<file path="src/hw/rtl/buddy_block_allocator_top_defines.svh">
// assertion macros for the buddy block allocator
// used by the engine; simulation only, empty under synthesis
`ifndef BUDDY_BLOCK_ALLOCATOR_TOP_DEFINES_SVH
`define BUDDY_BLOCK_ALLOCATOR_TOP_DEFINES_SVH
`ifndef SYNTHESIS
`define BBA_ASSERT(lbl, clk, rst, prop) \
   lbl: assert property (@(posedge clk) disable iff (rst) prop) else $error("bba check failed");
`define BBA_ASSERT_NR(lbl, clk, prop) \
   lbl: assert property (@(posedge clk) prop) else $error("bba check failed");
`else
`define BBA_ASSERT(lbl, clk, rst, prop)
`define BBA_ASSERT_NR(lbl, clk, prop)
`endif
`endif

</file>
<file path="src/hw/rtl/bba_pkg.sv">
// shared types and constants of the buddy block allocator
// no dependencies
package bba_pkg;
   localparam int MAX_BLOCKS = 32;
   localparam int OWNER_BITS = 16;
   localparam int IDX_W      = $clog2(MAX_BLOCKS);
   localparam int CNT_W      = $clog2(MAX_BLOCKS + 1);
   localparam logic [4:0] ORDER_RESET = 5'd10;

   typedef enum logic [1:0] {
      STAT_OK      = 2'd0,
      STAT_NO_FIT  = 2'd1,
      STAT_FULL    = 2'd2,
      STAT_INVALID = 2'd3
   } status_type;

   typedef struct packed {
      logic [4:0]            order;
      logic [OWNER_BITS-1:0] owner;
   } entry_type;

   typedef struct packed {
      logic             we;
      logic [IDX_W-1:0] waddr;
      entry_type        wdata;
      logic [IDX_W-1:0] raddr;
   } ram_req_type;
endpackage

</file>
<file path="src/hw/rtl/bba_req_if.sv">
// request channel: valid/ready and one request word
// depends on nothing
interface bba_req_if;
   logic        valid;
   logic        ready;
   logic        action;
   logic [15:0] owner_id;
   logic [30:0] request_size;
   modport source (output valid, action, owner_id, request_size, input ready);
   modport sink (input valid, action, owner_id, request_size, output ready);
endinterface

</file>
<file path="src/hw/rtl/bba_rsp_if.sv">
// response channel: valid/ready and one response word
// depends on nothing
interface bba_rsp_if;
   logic        valid;
   logic        ready;
   logic [1:0]  status;
   logic [4:0]  block_index;
   logic [4:0]  block_order;
   logic [15:0] block_owner;
   logic [5:0]  block_total;
   logic        last;
   modport source (output valid, status, block_index, block_order, block_owner,
                   block_total, last, input ready);
   modport sink (input valid, status, block_index, block_order, block_owner,
                 block_total, last, output ready);
endinterface

</file>
<file path="src/hw/rtl/bba_ram.sv">
// block list memory: one write port, one read port, registered read
// depends on bba_pkg
module bba_ram (
   input  logic                 clock,
   input  bba_pkg::ram_req_type ram_req,
   output bba_pkg::entry_type   rdata
);
   import bba_pkg::*;

   entry_type mem [MAX_BLOCKS];

   always_ff @(posedge clock) begin
      if (ram_req.we) begin
         mem[ram_req.waddr] <= ram_req.wdata;
      end
      rdata <= mem[ram_req.raddr];
   end
endmodule

</file>
<file path="src/hw/rtl/bba_engine.sv">
// scan, split and query sequencer with the response register
// depends on bba_pkg, bba_req_if, bba_rsp_if and the defines header
`include "buddy_block_allocator_top_defines.svh"
module bba_engine (
   input  logic                 clock,
   input  logic                 reset,
   bba_req_if.sink              req_ch,
   bba_rsp_if.source            rsp_ch,
   input  logic                 csr_we,
   input  logic [4:0]           csr_wdata,
   output bba_pkg::ram_req_type ram_req,
   input  bba_pkg::entry_type   rdata
);
   import bba_pkg::*;

   typedef enum logic [3:0] {
      ST_INIT, ST_IDLE, ST_SRD, ST_SEV, ST_SHRD, ST_SHWR,
      ST_SPL1, ST_SPL2, ST_QRD, ST_QEV, ST_EMIT
   } state_type;

   state_type             st_ff, st_in;
   logic [4:0]            total_ff;
   logic [CNT_W-1:0]      cnt_ff;
   logic [CNT_W-1:0]      i_ff;
   logic [IDX_W-1:0]      j_ff;
   logic [4:0]            ord_ff;
   logic [OWNER_BITS-1:0] own_ff;
   logic [30:0]           size_ff;
   status_type            res_status_ff;
   logic [CNT_W-1:0]      res_idx_ff;
   logic [4:0]            res_ord_ff;
   logic [OWNER_BITS-1:0] res_own_ff;
   logic                  res_last_ff;
   logic                  rsp_valid_ff;
   status_type            out_status_ff;
   logic [4:0]            out_idx_ff;
   logic [4:0]            out_ord_ff;
   logic [OWNER_BITS-1:0] out_own_ff;
   logic [5:0]            out_total_ff;
   logic                  out_last_ff;

   logic [OWNER_BITS-1:0] own_cut;
   logic [31:0]           blk_size;
   logic                  too_small;
   logic                  exact;
   logic                  slot_free;

   assign own_cut   = OWNER_BITS'(req_ch.owner_id);
   assign blk_size  = 32'd1 << rdata.order;
   assign too_small = {1'b0, size_ff} > blk_size;
   assign exact     = {size_ff, 1'b0} > blk_size;
   assign slot_free = !rsp_valid_ff || rsp_ch.ready;

   assign req_ch.ready = (st_ff == ST_IDLE);

   assign rsp_ch.valid       = rsp_valid_ff;
   assign rsp_ch.status      = out_status_ff;
   assign rsp_ch.block_index = out_idx_ff;
   assign rsp_ch.block_order = out_ord_ff;
   assign rsp_ch.block_owner = 16'(out_own_ff);
   assign rsp_ch.block_total = out_total_ff;
   assign rsp_ch.last        = out_last_ff;

   // memory port
   always_comb begin
      ram_req       = '0;
      ram_req.raddr = (st_ff == ST_SHRD) ? j_ff : i_ff[IDX_W-1:0];
      case (st_ff)
         ST_INIT: begin
            ram_req.we    = 1'b1;
            ram_req.wdata = '{order: total_ff, owner: '0};
         end
         ST_SEV: begin
            if (rdata.owner == '0 && !too_small && exact) begin
               ram_req.we    = 1'b1;
               ram_req.waddr = i_ff[IDX_W-1:0];
               ram_req.wdata = '{order: rdata.order, owner: own_ff};
            end
         end
         ST_SHWR: begin
            ram_req.we    = 1'b1;
            ram_req.waddr = IDX_W'(j_ff + IDX_W'(1));
            ram_req.wdata = rdata;
         end
         ST_SPL1: begin
            ram_req.we    = 1'b1;
            ram_req.waddr = IDX_W'(i_ff + CNT_W'(1));
            ram_req.wdata = '{order: ord_ff - 5'd1, owner: '0};
         end
         ST_SPL2: begin
            ram_req.we    = 1'b1;
            ram_req.waddr = i_ff[IDX_W-1:0];
            ram_req.wdata = '{order: ord_ff - 5'd1, owner: '0};
         end
         default: begin
         end
      endcase
   end

   always_comb begin
      st_in = st_ff;
      case (st_ff)
         ST_INIT: st_in = ST_IDLE;
         ST_IDLE: begin
            if (req_ch.valid) begin
               if (req_ch.action) st_in = ST_QRD;
               else if (req_ch.request_size == '0 || own_cut == '0) st_in = ST_EMIT;
               else st_in = ST_SRD;
            end
         end
         ST_SRD:  st_in = (i_ff >= cnt_ff) ? ST_EMIT : ST_SEV;
         ST_SEV: begin
            if (rdata.owner != '0 || too_small) st_in = ST_SRD;
            else if (exact) st_in = ST_EMIT;
            else if (cnt_ff == CNT_W'(MAX_BLOCKS)) st_in = ST_EMIT;
            else if (cnt_ff - CNT_W'(1) > i_ff) st_in = ST_SHRD;
            else st_in = ST_SPL1;
         end
         ST_SHRD: st_in = ST_SHWR;
         ST_SHWR: st_in = (CNT_W'(j_ff) == i_ff + CNT_W'(1)) ? ST_SPL1 : ST_SHRD;
         ST_SPL1: st_in = ST_SPL2;
         ST_SPL2: st_in = ST_SRD;
         ST_QRD:  st_in = ST_QEV;
         ST_QEV:  st_in = ST_EMIT;
         ST_EMIT: begin
            if (slot_free) st_in = res_last_ff ? ST_IDLE : ST_QRD;
         end
         default: st_in = ST_IDLE;
      endcase
      if (csr_we) st_in = ST_INIT;
   end

   always_ff @(posedge clock) begin
      if (reset) begin
         st_ff        <= ST_INIT;
         total_ff     <= ORDER_RESET;
         cnt_ff       <= CNT_W'(1);
         rsp_valid_ff <= 1'b0;
      end else begin
         st_ff <= st_in;
         // load on emit, otherwise clear once the word is taken
         if (st_ff == ST_EMIT && slot_free) begin
            rsp_valid_ff <= 1'b1;
         end else if (rsp_ch.ready) begin
            rsp_valid_ff <= 1'b0;
         end
         if (csr_we) begin
            total_ff <= csr_wdata;
         end
         case (st_ff)
            ST_INIT: cnt_ff <= CNT_W'(1);
            ST_IDLE: begin
               i_ff        <= '0;
               own_ff      <= own_cut;
               size_ff     <= req_ch.request_size;
               res_status_ff <= STAT_INVALID;
               res_idx_ff  <= '0;
               res_ord_ff  <= '0;
               res_own_ff  <= '0;
               res_last_ff <= 1'b1;
            end
            ST_SRD: begin
               res_status_ff <= STAT_NO_FIT;
            end
            ST_SEV: begin
               ord_ff <= rdata.order;
               j_ff   <= IDX_W'(cnt_ff - CNT_W'(1));
               if (rdata.owner != '0 || too_small) begin
                  i_ff <= i_ff + CNT_W'(1);
               end else if (exact) begin
                  res_status_ff <= STAT_OK;
                  res_idx_ff    <= i_ff;
                  res_ord_ff    <= rdata.order;
                  res_own_ff    <= own_ff;
               end else begin
                  res_status_ff <= STAT_FULL;
               end
            end
            ST_SHWR: j_ff <= j_ff - IDX_W'(1);
            ST_SPL2: cnt_ff <= cnt_ff + CNT_W'(1);
            ST_QEV: begin
               res_status_ff <= STAT_OK;
               res_idx_ff    <= i_ff;
               res_ord_ff    <= rdata.order;
               res_own_ff    <= rdata.owner;
               res_last_ff   <= (i_ff + CNT_W'(1) == cnt_ff);
            end
            ST_EMIT: begin
               if (slot_free) begin
                  out_status_ff <= res_status_ff;
                  out_idx_ff    <= 5'(res_idx_ff);
                  out_ord_ff    <= res_ord_ff;
                  out_own_ff    <= res_own_ff;
                  out_total_ff  <= 6'(cnt_ff);
                  out_last_ff   <= res_last_ff;
                  i_ff          <= i_ff + CNT_W'(1);
               end
            end
            default: begin
            end
         endcase
      end
   end

   `BBA_ASSERT(a_cnt_range, clock, reset, (cnt_ff != '0) && (cnt_ff <= CNT_W'(MAX_BLOCKS)))
   `BBA_ASSERT(a_split_grows, clock, reset, (st_ff == ST_SPL2 && !csr_we) |=> (cnt_ff == $past(cnt_ff) + CNT_W'(1)))
   `BBA_ASSERT(a_load_emit, clock, reset, (st_ff != ST_EMIT && !rsp_valid_ff) |=> !rsp_valid_ff)
endmodule

</file>
<file path="src/hw/rtl/buddy_block_allocator_top.sv">
// top level of the buddy block allocator: engine plus block list memory
// depends on bba_pkg, bba_req_if, bba_rsp_if, bba_ram, bba_engine
//
// channel   dir  handshake     word
// req_ch    in   valid/ready   action, owner_id, request_size
// rsp_ch    out  valid/ready   status, index, order, owner, total, last
// csr_*     in   write enable  total_order
//
// allocate: read, check per entry; read, write per move; two writes per split
// query: read, check, emit per word, the emit held until the response register is free
// reset and each csr write rewrite entry 0 as one free block, ready low meanwhile
// one response register; a new request is taken while the last word waits
module buddy_block_allocator_top (
   input  logic       clock,
   input  logic       reset,
   bba_req_if.sink    req_ch,
   bba_rsp_if.source  rsp_ch,
   input  logic       csr_we,
   input  logic [4:0] csr_wdata
);
   import bba_pkg::*;

   ram_req_type ram_req;
   entry_type   rdata;

   bba_engine u_engine (
      .clock     (clock),
      .reset     (reset),
      .req_ch    (req_ch),
      .rsp_ch    (rsp_ch),
      .csr_we    (csr_we),
      .csr_wdata (csr_wdata),
      .ram_req   (ram_req),
      .rdata     (rdata)
   );

   bba_ram u_ram (
      .clock   (clock),
      .ram_req (ram_req),
      .rdata   (rdata)
   );
endmodule
</file>
<file path="src/flat_wrapper.sv">
// flat-port wrapper written by rule: the top's interface ports become plain ports
module buddy_block_allocator_top_flat import bba_pkg::*;
  (clock, reset, csr_we, csr_wdata, req_ch_valid, req_ch_action, req_ch_owner_id, req_ch_request_size, req_ch_ready, rsp_ch_valid, rsp_ch_status, rsp_ch_block_index, rsp_ch_block_order, rsp_ch_block_owner, rsp_ch_block_total, rsp_ch_last, rsp_ch_ready);
  bba_req_if req_ch_i ();
  bba_rsp_if rsp_ch_i ();
  input  logic clock;
  input  logic reset;
  input  logic csr_we;
  input  logic [4:0] csr_wdata;
  input wire logic [$bits(req_ch_i.valid)-1:0] req_ch_valid;
  input wire logic [$bits(req_ch_i.action)-1:0] req_ch_action;
  input wire logic [$bits(req_ch_i.owner_id)-1:0] req_ch_owner_id;
  input wire logic [$bits(req_ch_i.request_size)-1:0] req_ch_request_size;
  output wire logic [$bits(req_ch_i.ready)-1:0] req_ch_ready;
  output wire logic [$bits(rsp_ch_i.valid)-1:0] rsp_ch_valid;
  output wire logic [$bits(rsp_ch_i.status)-1:0] rsp_ch_status;
  output wire logic [$bits(rsp_ch_i.block_index)-1:0] rsp_ch_block_index;
  output wire logic [$bits(rsp_ch_i.block_order)-1:0] rsp_ch_block_order;
  output wire logic [$bits(rsp_ch_i.block_owner)-1:0] rsp_ch_block_owner;
  output wire logic [$bits(rsp_ch_i.block_total)-1:0] rsp_ch_block_total;
  output wire logic [$bits(rsp_ch_i.last)-1:0] rsp_ch_last;
  input wire logic [$bits(rsp_ch_i.ready)-1:0] rsp_ch_ready;
  assign req_ch_i.valid = req_ch_valid;
  assign req_ch_i.action = req_ch_action;
  assign req_ch_i.owner_id = req_ch_owner_id;
  assign req_ch_i.request_size = req_ch_request_size;
  assign req_ch_ready = req_ch_i.ready;
  assign rsp_ch_valid = rsp_ch_i.valid;
  assign rsp_ch_status = rsp_ch_i.status;
  assign rsp_ch_block_index = rsp_ch_i.block_index;
  assign rsp_ch_block_order = rsp_ch_i.block_order;
  assign rsp_ch_block_owner = rsp_ch_i.block_owner;
  assign rsp_ch_block_total = rsp_ch_i.block_total;
  assign rsp_ch_last = rsp_ch_i.last;
  assign rsp_ch_i.ready = rsp_ch_ready;
  buddy_block_allocator_top u_core (.clock(clock), .reset(reset), .req_ch(req_ch_i), .rsp_ch(rsp_ch_i), .csr_we(csr_we), .csr_wdata(csr_wdata));
endmodule
</file>
<file path="config.mk">
export PLATFORM = sky130hd
export DESIGN_NAME = buddy_block_allocator_top_flat
export DESIGN_NICKNAME = d
export VERILOG_FILES = /design/src/hw/rtl/bba_pkg.sv /design/src/hw/rtl/bba_req_if.sv /design/src/hw/rtl/bba_rsp_if.sv /design/src/hw/rtl/bba_ram.sv /design/src/hw/rtl/bba_engine.sv /design/src/hw/rtl/buddy_block_allocator_top.sv /design/src/flat_wrapper.sv
export VERILOG_INCLUDE_DIRS = /design/src /design/src/hw/rtl
export SDC_FILE = /design/constraint.sdc
export NUM_CORES = 1
export LEC_CHECK = 0
export BUFFER_PORTS_ARGS = -buffer_cell sky130_fd_sc_hd__buf_4
export CORE_UTILIZATION = 30
export DETAILED_ROUTE_END_ITERATION = 8
export GPL_TIMING_DRIVEN = 0
export PLACE_DENSITY_LB_ADDON = 0.08
export SKIP_CTS_REPAIR_TIMING = 1
export SLEW_MARGIN = 15
export SYNTH_ARGS = -nofsm -noshare
export SYNTH_HDL_FRONTEND = slang
export SYNTH_HIERARCHICAL = 1
export SYNTH_SLANG_ARGS = --single-unit
export TNS_END_PERCENT = 100
</file>
<file path="constraint.sdc">
create_clock -name clock -period 8.8 [get_ports clock]
set_input_delay 1.76 -clock clock [delete_from_list [all_inputs] [get_ports clock]]
set_output_delay 1.76 -clock clock [all_outputs]
set_load 0.005 [all_outputs]
</file>
; ---- Yosys cells after proc, flatten, opt, wreduce, memory -nomap -nowiden
; Memory sizes are Yosys's and may differ from the RTL's. A register that Yosys moved wholly into a read port is not among the register bits.
; Cells that the tools add are included.
[word_totals]
ff_bits = 143
mem_bits_rw = 672
inputBits = 58
out_inout_bits = 37
elab_cells = 122
n_memories = 1
[mem_list]
columns = name, depth, width, rd, rd_ports_with_merged_regs, wr, line
row1 = u_core.u_ram.mem, 32, 21, 1, 1, 1, bba_ram.sv:10  ; entry_type mem [MAX_BLOCKS];
[op_classes]
addsub = 6
magnitude_cmp = 4
n_eq_ne = 18
shift = 1
n_mux = 39
bitwise_logic = 1
n_reduce_logical = 32
[op_table]
columns = cell, count
row1 = case mux 21 bit (4 select lines), 1
row2 = case mux 16 bit (3 select lines), 1
row3 = case mux 4 bit (10 select lines), 1
row4 = two-way mux 4 bit, 9
row5 = > comparator 31 x 32 -> 1 bit, 1
row6 = > comparator 32 bit, 1
row7 = zero test 16 bit, 2
row8 = two-way mux 16 bit, 2
row9 = left shift 1 x 5 -> 32 bit (first input constant), 1
row10 = zero test 31 bit, 1
row11 = case mux 5 bit (3 select lines), 2
row12 = two-way mux 27 bit, 1
row13 = two-way mux 5 bit, 5
row14 = case mux 5 bit (4 select lines), 1
row15 = case mux 6 bit (3 select lines), 1
row16 = equality test 4 x 3 -> 1 bit (second input constant), 4
row17 = nonzero test 16 bit, 1
row18 = adder 6 x 1 -> 6 bit (second input constant), 2
row19 = equality test 4 bit (second input constant), 3
row20 = two-way mux 6 bit, 2
row21 = case mux 6 bit (2 select lines), 1
row22 = != test 2 bit (second input constant), 5
row23 = case mux 5 bit (2 select lines), 1
row24 = AND reduction 2 bit, 5
row25 = other kinds (26), 47

; ---- Logic depth before layout (Yosys ltp)
[depth]
ltp_word = 9
ltp_mapped = 15
ltp_nobuf = 14

; ---- Hierarchy
; Netlist, hierarchy kept.
[modules_own_cells]
columns = mod, instances, cells_each, area_per_inst_um2, seq_area_each_um2
row1 = bba_ram, 1, 1481, 26751.9, 20599.8
row2 = bba_engine, 1, 704, 7911.3, 4134.0

; ---- Least setup slack after synthesis
; OpenSTA, ideal clock, no wires.
[synth_timing]
path_kind = input-to-reg
startpoint = in reset
endpoint = reg u_core.u_engine.out_idx_ff[0] (netlist: u_core/u_engine/rsp_ch.block_index[0]) (enable)
setup_ps = 478
arrival_time_ps = 4585
required_time_ps = 8322
slack_ps = 3737
stages = 2
path_buffers = 1
cell_sequence = clkbuf_1 nor3b_1
[synth_via]
elab_chain_len = 2
[synth_rtl]
columns = item, line
row1 = "start, declared", flat_wrapper.sv:7  ; input logic reset;
row2 = inverter 1 bit (no source line), --
row3 = AND reduction 3 bit (no source line), --
row4 = "end signal, assigned", bba_engine.sv:191  ; out_idx_ff <= 5'(res_idx_ff);
row5 = "end, declared", bba_engine.sv:36  ; logic [4:0] out_idx_ff;
; No other way between the ends.
; A chain may end at the register's enable or synchronous reset.

==> impl_metrics.toml <==
[synth]
synth-xor-area-share_pct = 0.733
ys_ff_latch = 836
yosys.area.top_type = "edfxtp_1"
synth.most_common_cell = "edfxtp_1"
ys.flop_type = "edfxtp_1"
yosysWarningCount = 6
mappedNetlistNets = 2324
synthSimpleGateAreaFrac_pct = 5.73
synth-edff-count = 799
synthDistinctLibCells = 66
synthArstFlopShare_pct = 0
synth_area_leaders = "edfxtp_1 69%, mux2i_1 9.8%, ha_1 2.9%"
ys_seq_area_share_pct = 71.4
syn_avg_cell_area_um2 = 15.9
synthAdderAreaFrac_pct = 2.92
synthCells = 2185
muxShareOfSynthArea_pct = 9.82
synth_top_family_by_area = "multiplexers"
synth-compound-area-share_pct = 7.14
yosysTopAreaCellShare_pct = 69.2
syn_area_mm2 = 0.0347
synth_common_cells = "799 x edfxtp_1, 340 x mux2i_1, 109 x nand2_1"

[sta]
final_min_period_over_clock_period_pct = 70.5
rsz0062_at_grt = "no"
relSlewSlack_pct = 21.6
tns_ps = 0
skew_ps = 53.6
hold_viol_final = 0
fmaxAchievable_ghz = 0.161
drv_slew = 0
tightest_slew_ps = 1170
period_needed_ps = 6200
setup_viol = 0

[global_routing]
grt_max_degree = 33
track_usage_pct = 17.5
grt-ovfl-total = 0
antenna_found_initial = 3
grt_pass1_wl_um = 146000
grt_pass1_vias = 20000

[critical_path]
slowest_stage = "nor2_4"
path_cells = "inv_1 -> nor3_1 -> nand2_1 -> ha_1 -> nand4_1 -> nor4_1 -> nand2_1 -> o221ai_1 -> o21ai_2 -> nor3_4 -> a22o_1 -> nand3b_1 -> nor2_4"
cp.arrival_ps = 6480
slowest_delay_ps = 1000
critPathMaxFanout = 21
start_kind = "flip-flop"
cp-end-kind = "flip-flop"
crit_type = "flip-flop to flip-flop"
critPathRequiredTime_ps = 9080
critPathMostFrequentCell = "nand2_1"

[floorplan]
die-width_um = 342
start_util_pct = 30.3
die_y_um = 342
placementRows = 124
core-area_mm2 = 0.115
die-area_mm2 = 0.117
io_pins = 95

[route]
wl_per_cell_um = 25.8
drt_iter0_markers = 1523
vias = 19800
drcViolationCount = 84
drt_wl_total_um = 103000
routed_via_density = 4.94
ant_nets = 0
first_pass_iters = 7

[power]
ir_drop_mv = 0.121
p_leak_nw = 13.3
p_total_mw = 8.58
powerDensity_mw_per_mm2 = 206

[cells_and_area]
final_layout_size_suffix_gt1_share_pct = 15.8
multi_input_area_mm2 = 0.00950
fillerInstances = 10800
area_growth_pct = 20.1
seqCellArea_mm2 = 0.0247
final_cell_area_mm2 = 0.0416
fin_util_pct = 36.4
nets = 2557
fin_cells = 4008

[job]
max_cap_violations = 0

[hold_path]
min_path_type = "flip-flop to flip-flop"

[clocking]
ctsRootBufferMaster = "clkbuf_16"
cts_buffer_depth = 3
clock_latency_ps = 680
cts_buffers = 96
cts_num_sinks = 836
clk_pin_slew_ps = 60
htree_levels = 3
cts_tree = "done"

[outcome]
outcome = "complete, but fails checks"
violations = "DRC"

[placement]
post_dp_cell_area_mm2 = 0.0385
placed_cells = 3832
globalplace.congestion = 0.853
dp_hpwl_um = 73700
port-buffer-count = 93
## placed cells by master (no fill, tap or decap), types with 56 or more instances in the layout
cell type and instances:
ha_1 81, nor2_1 56, clkbuf_1 66, edfxtp_1 799
a21oi_1 82, a22o_1 59, mux2i_1 340, clkbuf_16 97
buf_4 109, nand2_1 109, nand3_1 62, a22oi_1 87
## per-layer routing
metal  global-route usage, %  up-vias  wire length (µm)
met4                    4.83        0              2210
met2                    27.6      423             47000
met5                       0        -                 0
met3                    2.85      124              4650
li1                        -     9129                 -
met1                    24.8    10100             49400
## where the power goes
| group | total (mW) | internal, mW | switching (mW) |
|---|---|---|---|
| Combinational | 0.271 | 0.0941 | 0.177 |
| Clock | 3.95 | 2.33 | 1.62 |
| Sequential | 4.36 | 4.35 | 0.0173 |
| Total | 8.58 | 6.77 | 1.81 |
## flip-flops by register name, indices dropped and copies added (netlist names), 4 cells and up
name                                count
u_core/u_engine/own_ff                 16
u_core/u_ram/mem                      672
u_core/u_engine/res_ord_ff              5
u_core/u_engine/ord_ff                  5
u_core/u_engine/j_ff                    5
u_core/u_engine/rsp_ch.block_index      5
u_core/u_engine/total_ff                5
u_core/u_engine/st_ff                   4
u_core/u_engine/res_idx_ff              5
u_core/u_engine/cnt_ff                  6
u_core/u_engine/rsp_ch.block_total      6
u_core/u_engine/rsp_ch.block_owner     16
u_core/u_engine/i_ff                    6
u_core/u_engine/rsp_ch.block_order      5
u_core/u_engine/size_ff                31
u_core/u_engine/res_own_ff             16
u_core/u_ram/rdata                     21
## through the flow
step / hold WS [ps] / worst slack (ps)
after floorplan: 400 / 3740
after global placement: 408 / 1260
after detailed placement: 410 / 2540
after CTS: 422 / 2500
after global routing: 425 / 2180
final: 418 / 2600
## worst max-delay path: cells and delay by family, from the launching register on
kind / cells / cell delay (ps)
AOI/OAI and AO/OA: 3 / 810
and+or+nand+nor: 8 / 3990
buffers and inverters: 1 / 190
adders and majority gates: 1 / 350
DFF: 1 / 450
## kinds of logic after synthesis
| logic type | Yosys count |
|---|---|
| compound gates | 354 |
| xor+xnor | 29 |
| fa+ha+maj | 81 |
| mux | 340 |
| buf+inv | 137 |
| flops | 836 |
| simple gates | 408 |
## worst paths after layout
path | cells past startpoint | end | start | slack, ps
worst max-delay path | 13 | u_core/u_ram/mem[9][16] | u_core/u_ram/rdata[16] | 2600
worst min-delay path | 0 | u_core/u_engine/rsp_ch.block_owner[8] | u_core/u_engine/res_own_ff[8] | 420
worst max register to register | 13 | u_core/u_ram/mem[9][16] | u_core/u_ram/rdata[16] | 2600
worst min register to register | 0 | u_core/u_engine/rsp_ch.block_owner[8] | u_core/u_engine/res_own_ff[8] | 420
## area by class of cell
class / count / share of cell area [%]
inverters: 29 / 0.261
repair buffers: 135 / 3.86
well taps: 1512 / 4.54
plain buffers: 108 / 1.66
diodes: 1 / 0.00601
multi-input cells: 1212 / 22.8
flip-flops and latches: 836 / 59.4
clock inverters: 59 / 1.40
clock buffers: 116 / 6.05
(Power assumes the default switching activity.)
